<file path="src/hdl/bsa_pkg.sv">
package bsa_pkg;

    // fixed field widths
    localparam int FUNC_W   = 2;
    localparam int IDX_W    = 10;
    localparam int SIZE_W   = 11;
    localparam int STATUS_W = 2;
    // scan base runs at most three words past the size
    localparam int BASE_W   = SIZE_W + 1;

    localparam logic [SIZE_W-1:0] SIZE_RESET = 11'd1024;

    // request codes
    localparam logic [FUNC_W-1:0] FUNC_ALLOC  = 2'd0;
    localparam logic [FUNC_W-1:0] FUNC_MARK   = 2'd1;
    localparam logic [FUNC_W-1:0] FUNC_UNMARK = 2'd2;
    localparam logic [FUNC_W-1:0] FUNC_TEST   = 2'd3;

    // result status codes
    localparam logic [STATUS_W-1:0] ST_OK        = 2'd0;
    localparam logic [STATUS_W-1:0] ST_FULL      = 2'd1;
    localparam logic [STATUS_W-1:0] ST_BAD_INDEX = 2'd2;
    localparam logic [STATUS_W-1:0] ST_CONFLICT  = 2'd3;

    // controller -> datapath
    typedef struct packed {
        logic take_req;    // latch request, arm scan counters
        logic clear_step;  // write one zero word during the clear pass
        logic div_step;    // word estimate from slot index
        logic rd_step;     // correct estimate, read the word
        logic op_step;     // evaluate mark/unmark/test on read word
        logic scan_step;   // one word of the allocate scan
        logic out_load;    // move result into the output register
    } bsa_cmd_t;

    // datapath -> controller
    typedef struct packed {
        logic clear_last;  // clear pass at the last word
        logic scan_done;   // allocate scan found a slot or ran past size
        logic out_free;    // output register can take a result
    } bsa_sts_t;

endpackage

</file>
<file path="src/hdl/bitmap_slot_allocator_core.sv">
// First-fit slot allocator over a bitmap of in-use bits.
//
// Request channel (s_valid/s_ready): s_func picks allocate, mark, unmark or
// test; s_slot_index names the slot for the last three. One beat in gives
// exactly one beat out on the result channel (m_valid/m_ready) carrying
// m_status, m_granted_slot and m_slot_set.
// Config channel (cfg_valid/cfg_ready): cfg_bits_in_use sets how many slots
// are managed; write it only while no request is in flight.
//
// Sequence: mark/unmark/test go through index split, word read, update and
// result load before m_valid rises. Allocate reads one map word per cycle
// from the map RAM and stops at the first word with a free bit below size;
// on a full map the scan ends once it runs past size. One request is in
// flight at a time; the next is taken the cycle after its result loads.
//
// Reset: the map RAM is cleared one word per cycle with s_ready low; config
// writes are taken meanwhile.
// Stall: a result held by m_ready low keeps the block from loading the next
// result, so at most one more request is accepted until the stall clears.
module bitmap_slot_allocator_core #(
    parameter int MAX_SLOTS = 1024,
    parameter int WORD_BITS = 32
) (
    input  logic                          aclk,
    input  logic                          aresetn,
    // request
    input  logic                          s_valid,
    output logic                          s_ready,
    input  logic [bsa_pkg::FUNC_W-1:0]    s_func,
    input  logic [bsa_pkg::IDX_W-1:0]     s_slot_index,
    // result
    output logic                          m_valid,
    input  logic                          m_ready,
    output logic [bsa_pkg::STATUS_W-1:0]  m_status,
    output logic [bsa_pkg::IDX_W-1:0]     m_granted_slot,
    output logic                          m_slot_set,
    // size register
    input  logic                          cfg_valid,
    output logic                          cfg_ready,
    input  logic [bsa_pkg::SIZE_W-1:0]    cfg_bits_in_use
);

    bsa_pkg::bsa_cmd_t cmd;
    bsa_pkg::bsa_sts_t sts;

    // size register takes a write on any cycle
    assign cfg_ready = 1'b1;

    bsa_ctrl u_ctrl (
        .aclk    (aclk),
        .aresetn (aresetn),
        .s_valid (s_valid),
        .s_ready (s_ready),
        .s_func  (s_func),
        .cmd     (cmd),
        .sts     (sts)
    );

    bsa_dp #(
        .MAX_SLOTS (MAX_SLOTS),
        .WORD_BITS (WORD_BITS)
    ) u_dp (
        .aclk            (aclk),
        .aresetn         (aresetn),
        .cmd             (cmd),
        .sts             (sts),
        .s_func          (s_func),
        .s_slot_index    (s_slot_index),
        .cfg_valid       (cfg_valid),
        .cfg_bits_in_use (cfg_bits_in_use),
        .m_ready         (m_ready),
        .m_valid         (m_valid),
        .m_status        (m_status),
        .m_granted_slot  (m_granted_slot),
        .m_slot_set      (m_slot_set)
    );

endmodule

</file>
<file path="src/hdl/bsa_dp.sv">
module bsa_dp #(
    parameter int MAX_SLOTS = 1024,
    parameter int WORD_BITS = 32
) (
    input  logic                          aclk,
    input  logic                          aresetn,
    input  bsa_pkg::bsa_cmd_t             cmd,
    output bsa_pkg::bsa_sts_t             sts,
    input  logic [bsa_pkg::FUNC_W-1:0]    s_func,
    input  logic [bsa_pkg::IDX_W-1:0]     s_slot_index,
    input  logic                          cfg_valid,
    input  logic [bsa_pkg::SIZE_W-1:0]    cfg_bits_in_use,
    input  logic                          m_ready,
    output logic                          m_valid,
    output logic [bsa_pkg::STATUS_W-1:0]  m_status,
    output logic [bsa_pkg::IDX_W-1:0]     m_granted_slot,
    output logic                          m_slot_set
);

    localparam int IDX_W     = bsa_pkg::IDX_W;
    localparam int SIZE_W    = bsa_pkg::SIZE_W;
    localparam int BASE_W    = bsa_pkg::BASE_W;
    localparam int FUNC_W    = bsa_pkg::FUNC_W;
    localparam int STATUS_W  = bsa_pkg::STATUS_W;
    localparam int NUM_WORDS = (MAX_SLOTS + WORD_BITS - 1) / WORD_BITS;
    localparam int ADDR_W    = (NUM_WORDS > 1) ? $clog2(NUM_WORDS) : 1;
    localparam int BIT_W     = $clog2(WORD_BITS);
    // slot / WORD_BITS by reciprocal; estimate is low by at most one
    localparam int RECIP_K   = 16;
    localparam int PROD_W    = IDX_W + RECIP_K + 1;
    localparam logic [RECIP_K:0]    RECIP     = (RECIP_K+1)'((1 << RECIP_K) / WORD_BITS);
    localparam logic [IDX_W-1:0]    WB_IDX    = IDX_W'(WORD_BITS);
    localparam logic [BASE_W-1:0]   WB_BASE   = BASE_W'(WORD_BITS);
    localparam logic [ADDR_W-1:0]   LAST_ADDR = ADDR_W'(NUM_WORDS - 1);
    localparam logic [WORD_BITS-1:0] ONE_HOT0 = WORD_BITS'(1);

    // map storage
    logic [WORD_BITS-1:0] mem [NUM_WORDS];
    logic [WORD_BITS-1:0] rdata_reg;
    logic [ADDR_W-1:0]    rd_addr;
    logic                 wr_en;
    logic [ADDR_W-1:0]    wr_addr;
    logic [WORD_BITS-1:0] wr_data;

    // request and config
    logic [FUNC_W-1:0]  func_reg;
    logic [IDX_W-1:0]   slot_reg;
    logic [SIZE_W-1:0]  bits_in_use_reg, bits_in_use_next;
    logic [SIZE_W-1:0]  size;

    // single-slot path
    logic [PROD_W-1:0]  prod;
    logic [IDX_W-1:0]   qest_reg, qest_next;
    logic [IDX_W-1:0]   qw;
    logic [IDX_W-1:0]   rem;
    logic               rem_hi;
    logic [IDX_W-1:0]   word_idx;
    logic [IDX_W-1:0]   bit_idx;
    logic [ADDR_W-1:0]  word_addr_reg;
    logic [BIT_W-1:0]   bit_pos_reg;
    logic               in_range;
    logic               cur_bit;
    logic               op_write;
    logic [WORD_BITS-1:0] op_mask;
    logic [WORD_BITS-1:0] op_wdata;
    logic [STATUS_W-1:0]  op_status;

    // scan path
    logic [ADDR_W-1:0]  scan_addr_reg, scan_addr_next;
    logic [BASE_W-1:0]  scan_base_reg, scan_base_next;
    logic               eval_valid_reg, eval_valid_next;
    logic [ADDR_W-1:0]  eval_addr_reg;
    logic [BASE_W-1:0]  eval_base_reg;
    logic               past_size;
    logic [BASE_W-1:0]  limit;
    logic [WORD_BITS-1:0] free_bits;
    logic [BIT_W-1:0]   pos;
    logic               scan_hit;
    logic [IDX_W-1:0]   granted;
    logic [WORD_BITS-1:0] scan_wdata;

    // result staging and output register
    logic [STATUS_W-1:0] res_status_reg;
    logic [IDX_W-1:0]    res_granted_reg;
    logic                res_set_reg;
    logic                m_valid_reg, m_valid_next;
    logic [STATUS_W-1:0] m_status_reg;
    logic [IDX_W-1:0]    m_granted_reg;
    logic                m_set_reg;

    // effective size: clamp to capacity
    assign size = (32'(bits_in_use_reg) > MAX_SLOTS) ? SIZE_W'(MAX_SLOTS) : bits_in_use_reg;

    // ---- word/bit split of slot index ----
    assign prod      = PROD_W'(slot_reg) * PROD_W'(RECIP);
    assign qest_next = prod[RECIP_K +: IDX_W];
    assign qw        = qest_reg * WB_IDX;
    assign rem       = slot_reg - qw;
    assign rem_hi    = (rem >= WB_IDX);
    assign word_idx  = rem_hi ? (qest_reg + IDX_W'(1)) : qest_reg;
    assign bit_idx   = rem_hi ? (rem - WB_IDX) : rem;

    assign rd_addr = cmd.rd_step ? ADDR_W'(word_idx) : scan_addr_reg;

    // ---- mark / unmark / test ----
    assign in_range = ({1'b0, slot_reg} < size);
    assign cur_bit  = rdata_reg[bit_pos_reg];
    assign op_mask  = ONE_HOT0 << bit_pos_reg;
    assign op_wdata = (func_reg == bsa_pkg::FUNC_MARK) ? (rdata_reg | op_mask)
                                                       : (rdata_reg & ~op_mask);
    assign op_write = cmd.op_step && in_range &&
                      (((func_reg == bsa_pkg::FUNC_MARK) && !cur_bit) ||
                       ((func_reg == bsa_pkg::FUNC_UNMARK) && cur_bit));

    always_comb begin
        op_status = bsa_pkg::ST_OK;
        if (!in_range) begin
            op_status = bsa_pkg::ST_BAD_INDEX;
        end else begin
            case (func_reg)
                bsa_pkg::FUNC_MARK:   op_status = cur_bit ? bsa_pkg::ST_CONFLICT : bsa_pkg::ST_OK;
                bsa_pkg::FUNC_UNMARK: op_status = cur_bit ? bsa_pkg::ST_OK : bsa_pkg::ST_CONFLICT;
                default:              op_status = bsa_pkg::ST_OK;
            endcase
        end
    end

    // ---- allocate scan: one word per cycle, lowest free bit wins ----
    assign past_size = (eval_base_reg >= BASE_W'(size));
    assign limit     = BASE_W'(size) - eval_base_reg;

    always_comb begin
        for (int i = 0; i < WORD_BITS; i++) begin
            free_bits[i] = !rdata_reg[i] && (BASE_W'(i) < limit);
        end
    end

    always_comb begin
        pos = '0;
        for (int i = WORD_BITS - 1; i >= 0; i--) begin
            if (free_bits[i]) begin
                pos = BIT_W'(i);
            end
        end
    end

    assign scan_hit      = cmd.scan_step && eval_valid_reg && !past_size && (|free_bits);
    assign sts.scan_done = cmd.scan_step && eval_valid_reg && (past_size || (|free_bits));
    assign granted       = IDX_W'(eval_base_reg + BASE_W'(pos));
    assign scan_wdata    = rdata_reg | (ONE_HOT0 << pos);

    assign sts.clear_last = (scan_addr_reg == LAST_ADDR);
    assign sts.out_free   = !m_valid_reg || m_ready;

    // ---- memory write port ----
    assign wr_en   = cmd.clear_step || op_write || scan_hit;
    assign wr_addr = cmd.clear_step ? scan_addr_reg : (scan_hit ? eval_addr_reg : word_addr_reg);
    assign wr_data = cmd.clear_step ? '0 : (scan_hit ? scan_wdata : op_wdata);

    always_ff @(posedge aclk) begin
        if (wr_en) begin
            mem[wr_addr] <= wr_data;
        end
        rdata_reg <= mem[rd_addr];
    end

    // ---- control register next values ----
    always_comb begin
        scan_addr_next   = scan_addr_reg;
        scan_base_next   = scan_base_reg;
        eval_valid_next  = eval_valid_reg;
        bits_in_use_next = bits_in_use_reg;
        m_valid_next     = m_valid_reg;
        if (cmd.take_req) begin
            scan_addr_next  = '0;
            scan_base_next  = '0;
            eval_valid_next = 1'b0;
        end else if (cmd.clear_step || cmd.scan_step) begin
            scan_addr_next = scan_addr_reg + ADDR_W'(1);
        end
        if (cmd.scan_step) begin
            scan_base_next  = scan_base_reg + WB_BASE;
            eval_valid_next = 1'b1;
        end
        if (cfg_valid) begin
            bits_in_use_next = cfg_bits_in_use;
        end
        if (cmd.out_load) begin
            m_valid_next = 1'b1;
        end else if (m_ready) begin
            m_valid_next = 1'b0;
        end
    end

    always_ff @(posedge aclk) begin
        if (!aresetn) begin
            scan_addr_reg   <= '0;
            scan_base_reg   <= '0;
            eval_valid_reg  <= 1'b0;
            bits_in_use_reg <= bsa_pkg::SIZE_RESET;
            m_valid_reg     <= 1'b0;
        end else begin
            scan_addr_reg   <= scan_addr_next;
            scan_base_reg   <= scan_base_next;
            eval_valid_reg  <= eval_valid_next;
            bits_in_use_reg <= bits_in_use_next;
            m_valid_reg     <= m_valid_next;
        end
    end

    // ---- payload registers ----
    always_ff @(posedge aclk) begin
        if (cmd.take_req) begin
            func_reg <= s_func;
            slot_reg <= s_slot_index;
        end
        if (cmd.div_step) begin
            qest_reg <= qest_next;
        end
        if (cmd.rd_step) begin
            word_addr_reg <= ADDR_W'(word_idx);
            bit_pos_reg   <= BIT_W'(bit_idx);
        end
        if (cmd.scan_step) begin
            eval_addr_reg <= scan_addr_reg;
            eval_base_reg <= scan_base_reg;
        end
        if (cmd.op_step) begin
            res_status_reg  <= op_status;
            res_granted_reg <= '0;
            res_set_reg     <= in_range && (func_reg == bsa_pkg::FUNC_TEST) && cur_bit;
        end else if (sts.scan_done) begin
            res_status_reg  <= scan_hit ? bsa_pkg::ST_OK : bsa_pkg::ST_FULL;
            res_granted_reg <= scan_hit ? granted : '0;
            res_set_reg     <= 1'b0;
        end
        if (cmd.out_load) begin
            m_status_reg  <= res_status_reg;
            m_granted_reg <= res_granted_reg;
            m_set_reg     <= res_set_reg;
        end
    end

    assign m_valid        = m_valid_reg;
    assign m_status       = m_status_reg;
    assign m_granted_slot = m_granted_reg;
    assign m_slot_set     = m_set_reg;

`ifndef SYNTHESIS
    a_alloc_sets_one_bit: assert property (@(posedge aclk) disable iff (!aresetn)
        scan_hit |-> ($countones(wr_data) == $countones(rdata_reg) + 1))
        else $error("allocate write does not add exactly one bit");

    a_unmark_clears_one_bit: assert property (@(posedge aclk) disable iff (!aresetn)
        op_write && (func_reg == bsa_pkg::FUNC_UNMARK)
            |-> ($countones(wr_data) + 1 == $countones(rdata_reg)))
        else $error("unmark write does not clear exactly one bit");

    a_grant_below_size: assert property (@(posedge aclk) disable iff (!aresetn)
        scan_hit |-> ({1'b0, granted} < size))
        else $error("granted slot at or above size");
`endif

endmodule

</file>
<file path="src/hdl/bsa_ctrl.sv">
module bsa_ctrl (
    input  logic                       aclk,
    input  logic                       aresetn,
    input  logic                       s_valid,
    output logic                       s_ready,
    input  logic [bsa_pkg::FUNC_W-1:0] s_func,
    output bsa_pkg::bsa_cmd_t          cmd,
    input  bsa_pkg::bsa_sts_t          sts
);

    localparam logic [2:0] S_CLEAR = 3'd0;
    localparam logic [2:0] S_IDLE  = 3'd1;
    localparam logic [2:0] S_DIV   = 3'd2;
    localparam logic [2:0] S_RD    = 3'd3;
    localparam logic [2:0] S_OP    = 3'd4;
    localparam logic [2:0] S_SCAN  = 3'd5;
    localparam logic [2:0] S_RESP  = 3'd6;

    logic [2:0] state_reg, state_next;
    logic       accept;

    assign s_ready = (state_reg == S_IDLE);
    assign accept  = s_valid && s_ready;

    always_comb begin
        state_next     = state_reg;
        cmd            = '0;
        cmd.take_req   = accept;
        cmd.clear_step = (state_reg == S_CLEAR);
        cmd.div_step   = (state_reg == S_DIV);
        cmd.rd_step    = (state_reg == S_RD);
        cmd.op_step    = (state_reg == S_OP);
        cmd.scan_step  = (state_reg == S_SCAN);
        cmd.out_load   = (state_reg == S_RESP) && sts.out_free;
        case (state_reg)
            S_CLEAR: begin
                if (sts.clear_last) begin
                    state_next = S_IDLE;
                end
            end
            S_IDLE: begin
                if (accept) begin
                    state_next = (s_func == bsa_pkg::FUNC_ALLOC) ? S_SCAN : S_DIV;
                end
            end
            S_DIV:  state_next = S_RD;
            S_RD:   state_next = S_OP;
            S_OP:   state_next = S_RESP;
            S_SCAN: begin
                if (sts.scan_done) begin
                    state_next = S_RESP;
                end
            end
            S_RESP: begin
                if (sts.out_free) begin
                    state_next = S_IDLE;
                end
            end
            default: state_next = S_IDLE;
        endcase
    end

    always_ff @(posedge aclk) begin
        if (!aresetn) begin
            state_reg <= S_CLEAR;
        end else begin
            state_reg <= state_next;
        end
    end

`ifndef SYNTHESIS
    a_single_path: assert property (@(posedge aclk) disable iff (!aresetn)
        (state_reg == S_DIV) |=> (state_reg == S_RD) ##1 (state_reg == S_OP)
                                 ##1 (state_reg == S_RESP))
        else $error("single-slot sequence broken");

    a_clear_holds: assert property (@(posedge aclk) disable iff (!aresetn)
        (state_reg == S_CLEAR) && !sts.clear_last |=> (state_reg == S_CLEAR))
        else $error("clear pass left early");

    a_load_returns_idle: assert property (@(posedge aclk) disable iff (!aresetn)
        cmd.out_load |=> (state_reg == S_IDLE))
        else $error("no return to idle after result load");
`endif

endmodule
</file>
<file path="config.mk">
export PLATFORM = sky130hd
export DESIGN_NAME = bitmap_slot_allocator_core
export DESIGN_NICKNAME = d
export VERILOG_FILES = /design/src/hdl/bsa_pkg.sv /design/src/hdl/bitmap_slot_allocator_core.sv /design/src/hdl/bsa_dp.sv /design/src/hdl/bsa_ctrl.sv
export SDC_FILE = /design/constraint.sdc
export NUM_CORES = 2
export LEC_CHECK = 0
export BUFFER_PORTS_ARGS = -buffer_cell sky130_fd_sc_hd__buf_2
export CAP_MARGIN = 10
export CORE_MARGIN = 2
export CORE_UTILIZATION = 45
export DETAILED_ROUTE_END_ITERATION = 8
export GPL_TIMING_DRIVEN = 0
export SYNTH_ARGS = -nofsm -noshare
export SYNTH_HDL_FRONTEND = slang
export SYNTH_HIERARCHICAL = 1
export SYNTH_SLANG_ARGS = --single-unit
</file>
<file path="constraint.sdc">
create_clock -name aclk -period 19.5 [get_ports aclk]
set_clock_uncertainty 0.05 [all_clocks]
set_input_delay 3.9 -clock aclk [delete_from_list [all_inputs] [get_ports aclk]]
set_output_delay 3.9 -clock aclk [all_outputs]
set_load 0.1 [all_outputs]
</file>
# After elaboration in Yosys (flattened, before gate mapping)
# Memory sizes are Yosys's and may differ from the RTL's. A register that Yosys moved wholly into a read port is not among the register bits.
# Index checks and enable logic that the tools add are counted.
# W data, S select, Z words.
dict set report classes {
  addsub 7
  order_cmp 37
  eq_ne 14
  shifts 2
  n_mux 67
  bitwise 5
  reduce_logical 93
}
# cell n
set op_table {}
lappend op_table {{$lt A5 B12 Y1 const A} 16}
lappend op_table {{$mux W5} 37}
lappend op_table {{$lt A4 B12 Y1 const A} 8}
lappend op_table {{$mux W32} 3}
lappend op_table {{$or A32 B32 Y32} 2}
lappend op_table {{$shl A1 B5 Y32 const A} 2}
lappend op_table {{$lt A3 B12 Y1 const A} 4}
lappend op_table {{$logic_and A1 B1 Y1} 44}
lappend op_table {{$logic_not A1 Y1} 35}
lappend op_table {{$and A32 B32 Y32} 1}
lappend op_table {{$not A32 Y32} 1}
lappend op_table {{$reduce_or A32 Y1} 1}
lappend op_table {{$lt A1 B12 Y1 const A} 2}
lappend op_table {{$lt A2 B12 Y1 const A} 2}
lappend op_table {{$mux W12} 2}
lappend op_table {{$pmux W3 S7} 1}
lappend op_table {{$mux W3} 5}
lappend op_table {{$add A12 B6 Y12 const B} 1}
lappend op_table {{$ge A12 B11 Y1} 1}
lappend op_table {{$sub A11 B12 Y12} 1}
lappend op_table {{$gt A11 B11 Y1 const B} 1}
lappend op_table {{$lt A10 B11 Y1} 1}
lappend op_table {{$mux W11} 1}
lappend op_table {{$add A10 B5 Y10} 1}
lappend op_table {{25 further kinds} 52}
dict set report totals {
  regBits 103
  ramBits 1024
  input_bits 28
  out_inout_bits 16
  elab_cells 245
  mem_count 1
}
# name depth width read_ports rd_ports_with_merged_regs wr line
set mem_list {}
lappend mem_list {u_dp.mem 32 32 1 1 1 bsa_dp.sv:38} ;# logic [WORD_BITS-1:0] mem [NUM_WORDS];

# Longest topological paths before layout
dict set report logic_depth {
  ltp_word 41
  mapped_depth 24
  depth_no_buf 19
}

# Cells and area by module
# The synthesis kept the hierarchy.
# mod instances cells_each area_each_um2 seq_area_each_um2
set modules_own_cells {}
lappend modules_own_cells {bsa_dp 1 2564 46525.9 33742.4}
lappend modules_own_cells {bsa_ctrl 1 40 340.3 60.1}
lappend modules_own_cells {bitmap_slot_allocator_core 1 2 11.3 0.0}

# Least setup slack after synthesis
# Ideal clock, no wire load.
dict set report synth_timing {
  path_kind {register to register}
  start {reg u_dp.bits_in_use_reg[10]}
  end {mem u_dp.mem[16][0], enable pin}
  setup_ns 0.421
  arrival_ns 5.997
  required_ns 19.029
  path_slack_ns 13.032
  stages_incl_launch_ff 18
  n_path_buf 3
  period_less_slack_ns 6.468
  cell_sequence {dfxtp_1 > clkbuf_1 > clkbuf_1 > nand2b_1 > inv_1 > ha_1 > o21a_1 > or4_1 > a2111oi_1 > o31a_1 > a31oi_1 > or4_4 > and4bb_1 > buf_4 > a31oi_1 > or3_4 > or3_4 > nor2_1}
}
dict set report synth_between {
  elab_chain_cells 10
  elab_cells_between_ends 81
  cone_classes {add/sub (1); order compare (35); mux (5); reduce/logical (40)}
}
# item line
set synth_lines {}
lappend synth_lines {{start, declared} bsa_dp.sv:48} ;# logic [SIZE_W-1:0] bits_in_use_reg, bits_in_use_next;
lappend synth_lines {{start signal, assigned} bsa_dp.sv:200} ;# bits_in_use_reg <= bsa_pkg::SIZE_RESET;
lappend synth_lines {{start signal, assigned} bsa_dp.sv:206} ;# bits_in_use_reg <= bits_in_use_next;
lappend synth_lines {{$gt A11 B11 Y1} bsa_dp.sv:92} ;# assign size = (32'(bits_in_use_reg) > MAX_SLOTS) ? SIZE_W'(MAX_SLOTS) : bits_in_use_reg;
lappend synth_lines {{$mux W11 (*)} bsa_dp.sv:92}
lappend synth_lines {{$sub A11 B12 Y12} bsa_dp.sv:130} ;# assign limit = BASE_W'(size) - eval_base_reg;
lappend synth_lines {{$lt A1 B12 Y1 (tied with other cells)} bsa_dp.sv:134} ;# free_bits[i] = !rdata_reg[i] && (BASE_W'(i) < limit);
lappend synth_lines {{$logic_and A1 B1 Y1} bsa_dp.sv:134}
lappend synth_lines {{$reduce_or A32 Y1} bsa_dp.sv:147} ;# assign scan_hit = cmd.scan_step && eval_valid_reg && !past_size && (|free_bits);
lappend synth_lines {{$logic_and A1 B1 Y1} bsa_dp.sv:147}
lappend synth_lines {{$logic_or A1 B1 Y1} bsa_dp.sv:156} ;# assign wr_en = cmd.clear_step || op_write || scan_hit;
lappend synth_lines {{$mux W1} bsa_dp.sv:161} ;# if (wr_en) begin
lappend synth_lines {{$mux W1 (implied by the code)} bsa_dp.sv:162} ;# mem[wr_addr] <= wr_data;
lappend synth_lines {{end, declared} bsa_dp.sv:38}
# Every way passes the cells marked *; elsewhere a longest branch is shown, timed or not.

# Worst setup path in the final report
dict set report layout_timing {
  start {reg u_dp.bits_in_use_reg[10]}
  end {mem u_dp.mem[12][22], enable pin}
}
# Same word-level chain as after synthesis.

==> qor.yml <==
grt:
  grt_max_degree: 33
  grt_pass1_vias: 26000
  antenna_found_initial: 2
  gr-usage-all-layers: 0.222
  grt_pass1_wl_um: 174000
  grt-ovfl-total: 0
final_layout:
  num-fill-cells: 8181
  syn_to_final_growth_pct: 15.5
  layout.nets: 2886
  drive_gt1_frac: 0.228
  finalInstanceArea_um2: 54200
  largest_reg_flops: 1024
sta:
  slew_headroom: 0.141
  report.final.slew_viol_count: 0
  worstMarginPinSlew_ns: 1.29
  setup_tns_ns: 0
  period_needed_ns: 7.69
  finalCritPeriodShare: 0.394
  finalSetupViolCount: 0
  hold_viol_final: 0
  rsz0062_at_grt: "no"
  fin_ws_ns: 11.81
  clock.fmax_mhz: 130
flow_run:
  max-cap-violations: 0
die:
  rows: 118
  core_um2: 103000
  start_util: 0.454
  dieArea_um2: 107000
  pin_count: 44
  die_w_um: 327
  die_h_um: 327
critical_path:
  worstPathRequired_ns: 19.85
  end_kind: "flip-flop"
  critPathKind: "reg2reg"
  cp.arrival_ns: 8.03
  startpoint_type: "flip-flop"
  cp_max_fo: 20
cts:
  cts-buffers-inserted: 115
  cts_tree: "yes"
  post-cts-setup-buffer-count: 0
  cts_hold_buf: 0
  clk_pin_slew_ns: 0.06
  cts-root-buf: "clkbuf_16"
  cts_sinks: 1149
  clk_path_buf_depth: 3
  insertion_delay_ns: 0.70
  ctsResizeCount: 0
  cts.htree.levels: 3
detailed_routing:
  drc: 0
  top_layer: "met5"
  wl_met2_um: 58100
  routed-wl-met3_um: 8760
  wl_met1_um: 48800
  routed_wl_um: 119000
  antenna_left: 0
  dr.pass1.iters: 5
  via_per_inst: 5.99
  vias: 25800
  drt-wirelength-per-cell_um: 27.6
  drt_iter0_drc: 2656
synth:
  synth_async_sr_flop_share: 0
  ys_seq_area_frac: 0.721
  synthFlopType: "edfxtp_1"
  synth_edf_count: 1079
  ys_types: 92
  netlist_top_cells_area: "edfxtp_1 69%, mux4_2 13%, dfxtp_1 3.0%"
  yosysTopAreaCell: "edfxtp_1"
  synth_top_cell_area_share: 0.691
  syn_area_um2: 46900
  ys_warn_count: 6
  ys_ff_latch: 1149
  avgSynthCellArea_um2: 18.0
  postSynthCellCount: 2606
power:
  irDropWorstVdd_mv: 0.0873
  p_per_area_nw_per_um2: 95.8
  p_leak_uw: 0.0196
worst_hold_path:
  min_path_type: "reg2reg"
run_status:
  status: "completed"
placement:
  placed_cell_area_um2: 50400
  port_buffers: 42
  hpwl_um: 81300
  place_congestion: 0.914
  place_ws_ns: 11.94
-- critical path, stage by stage, from the launching register on --
cell	delay (ns)
dfxtp_1	0.38
clkbuf_1	0.30
clkbuf_1	0.38
nand2b_1	0.20
inv_1	0.05
ha_1	0.34
o21a_1	0.21
or4_1	0.42
a2111oi_1	0.48
o31a_1	0.41
buf_2	0.32
buf_2	0.31
nand4_1	0.14
a21oi_1	0.41
and3_1	0.25
buf_4	0.17
a31oi_1	0.12
nor3_1	0.87
nand3_1	0.53
nor2_4	0.79
buf_16	0.24
-- cell type report --
type / count / area (um2) / area share
Timing Repair Buffer: 107 / 1410 / 0.0260
Tap cell: 1380 / 1730 / 0.0319
Inverter: 35 / 131 / 0.00243
Buffer: 145 / 609 / 0.0112
Sequential cell: 1149 / 33800 / 0.624
Clock inverter: 64 / 608 / 0.0112
Antenna cell: 2 / 5.00 / 0.0000924
Multi-Input combinational cell: 1278 / 12800 / 0.236
Clock buffer: 144 / 3080 / 0.0568
-- synthesized netlist by cell type (all sizes together) (4+ instances only) --
cell        n
xor2        7
mux2        4
o311ai      4
nor2b      34
nor2       74
mux4      266
o21ai      33
edfxtp   1079
a41o        5
a41oi       5
a31o       10
or4         4
a211oi     14
buf        70
a21o        9
or3        10
nand4       8
nand2b     28
and2       10
a31oi      16
and3       38
nor3b      10
or3b        5
a32oi      35
inv        35
nand2     245
nand3b      4
nand3     117
o21a        9
ha         26
a21boi      6
o221ai      7
dfxtp      70
or2         5
a21oi      24
o22ai      30
mux2i      81
nor4        6
xnor2       9
o2111ai     5
nor3       22
a311oi      5
clkbuf     75
-- cell families after synthesis --
kind of cell	synth area share
buf+inv	0.0158
xor+xnor	0.00299
flops	0.721
simple gates	0.0670
other cells	0.000240
fa+ha+maj	0.00737
mux	0.146
compound gates	0.0393
-- final timing paths --
| kind | start | endpoint | slack, ns | depth (start not counted) |
|---|---|---|---|---|
| max | u_dp/bits_in_use_reg[10] | u_dp/mem[12][22] | 11.81 | 20 |
| min | u_dp/res_status_reg[1] | u_dp/m_status[1] | 0.37 | 0 |
| max reg2reg | u_dp/bits_in_use_reg[10] | u_dp/mem[12][22] | 11.81 | 20 |
| min reg2reg | u_dp/res_status_reg[1] | u_dp/m_status[1] | 0.37 | 0 |
-- layout by cell type, fill, tap and decap left out, types with 10 or more instances in the layout --
cell type  count
nor3b_1       10
ha_1          26
o21ai_0       31
a211oi_1      11
clkbuf_1      97
edfxtp_1    1079
nand2_1      245
nor2b_1       34
buf_2         49
mux2i_1       80
nor3_1        20
clkinv_1      23
a31oi_1       16
o22ai_2       27
buf_8         30
a32oi_1       35
nor2_4        32
nand2b_1      28
nand3_1      117
mux4_2       266
buf_1         52
buf_12        29
clkinv_2      21
nor2_1        41
dfxtp_1       70
clkbuf_16    117
inv_1         35
and3_1        38
a21oi_1       22
-- power breakdown --
group	internal [uW]	leakage, uW	switching (uW)
Combinational	123	0.00549	190
Clock	1220	0.00180	921
Sequential	2700	0.0123	34.2
-- per-layer routing --
layer  GRT usage  vias to the layer above
met5           0                        -
met4      0.0601                        2
met3      0.0422                      189
met2       0.368                     1039
met1       0.302                    13500
li1            -                    11000
-- through the flow --
step / total power, uW / utilization / hold slack (ns) / cells
after floorplan: 2970 / - / 0.350 / 2607
after global placement: 3080 / 0.472 / 0.368 / 4029
after detailed placement: 3090 / 0.488 / 0.369 / 4092
after CTS: 5230 / 0.524 / 0.381 / 4300
after global routing: 5340 / 0.524 / 0.387 / 4302
final: 5190 / 0.524 / 0.373 / 4304
Power figures use the tool's default switching activity.
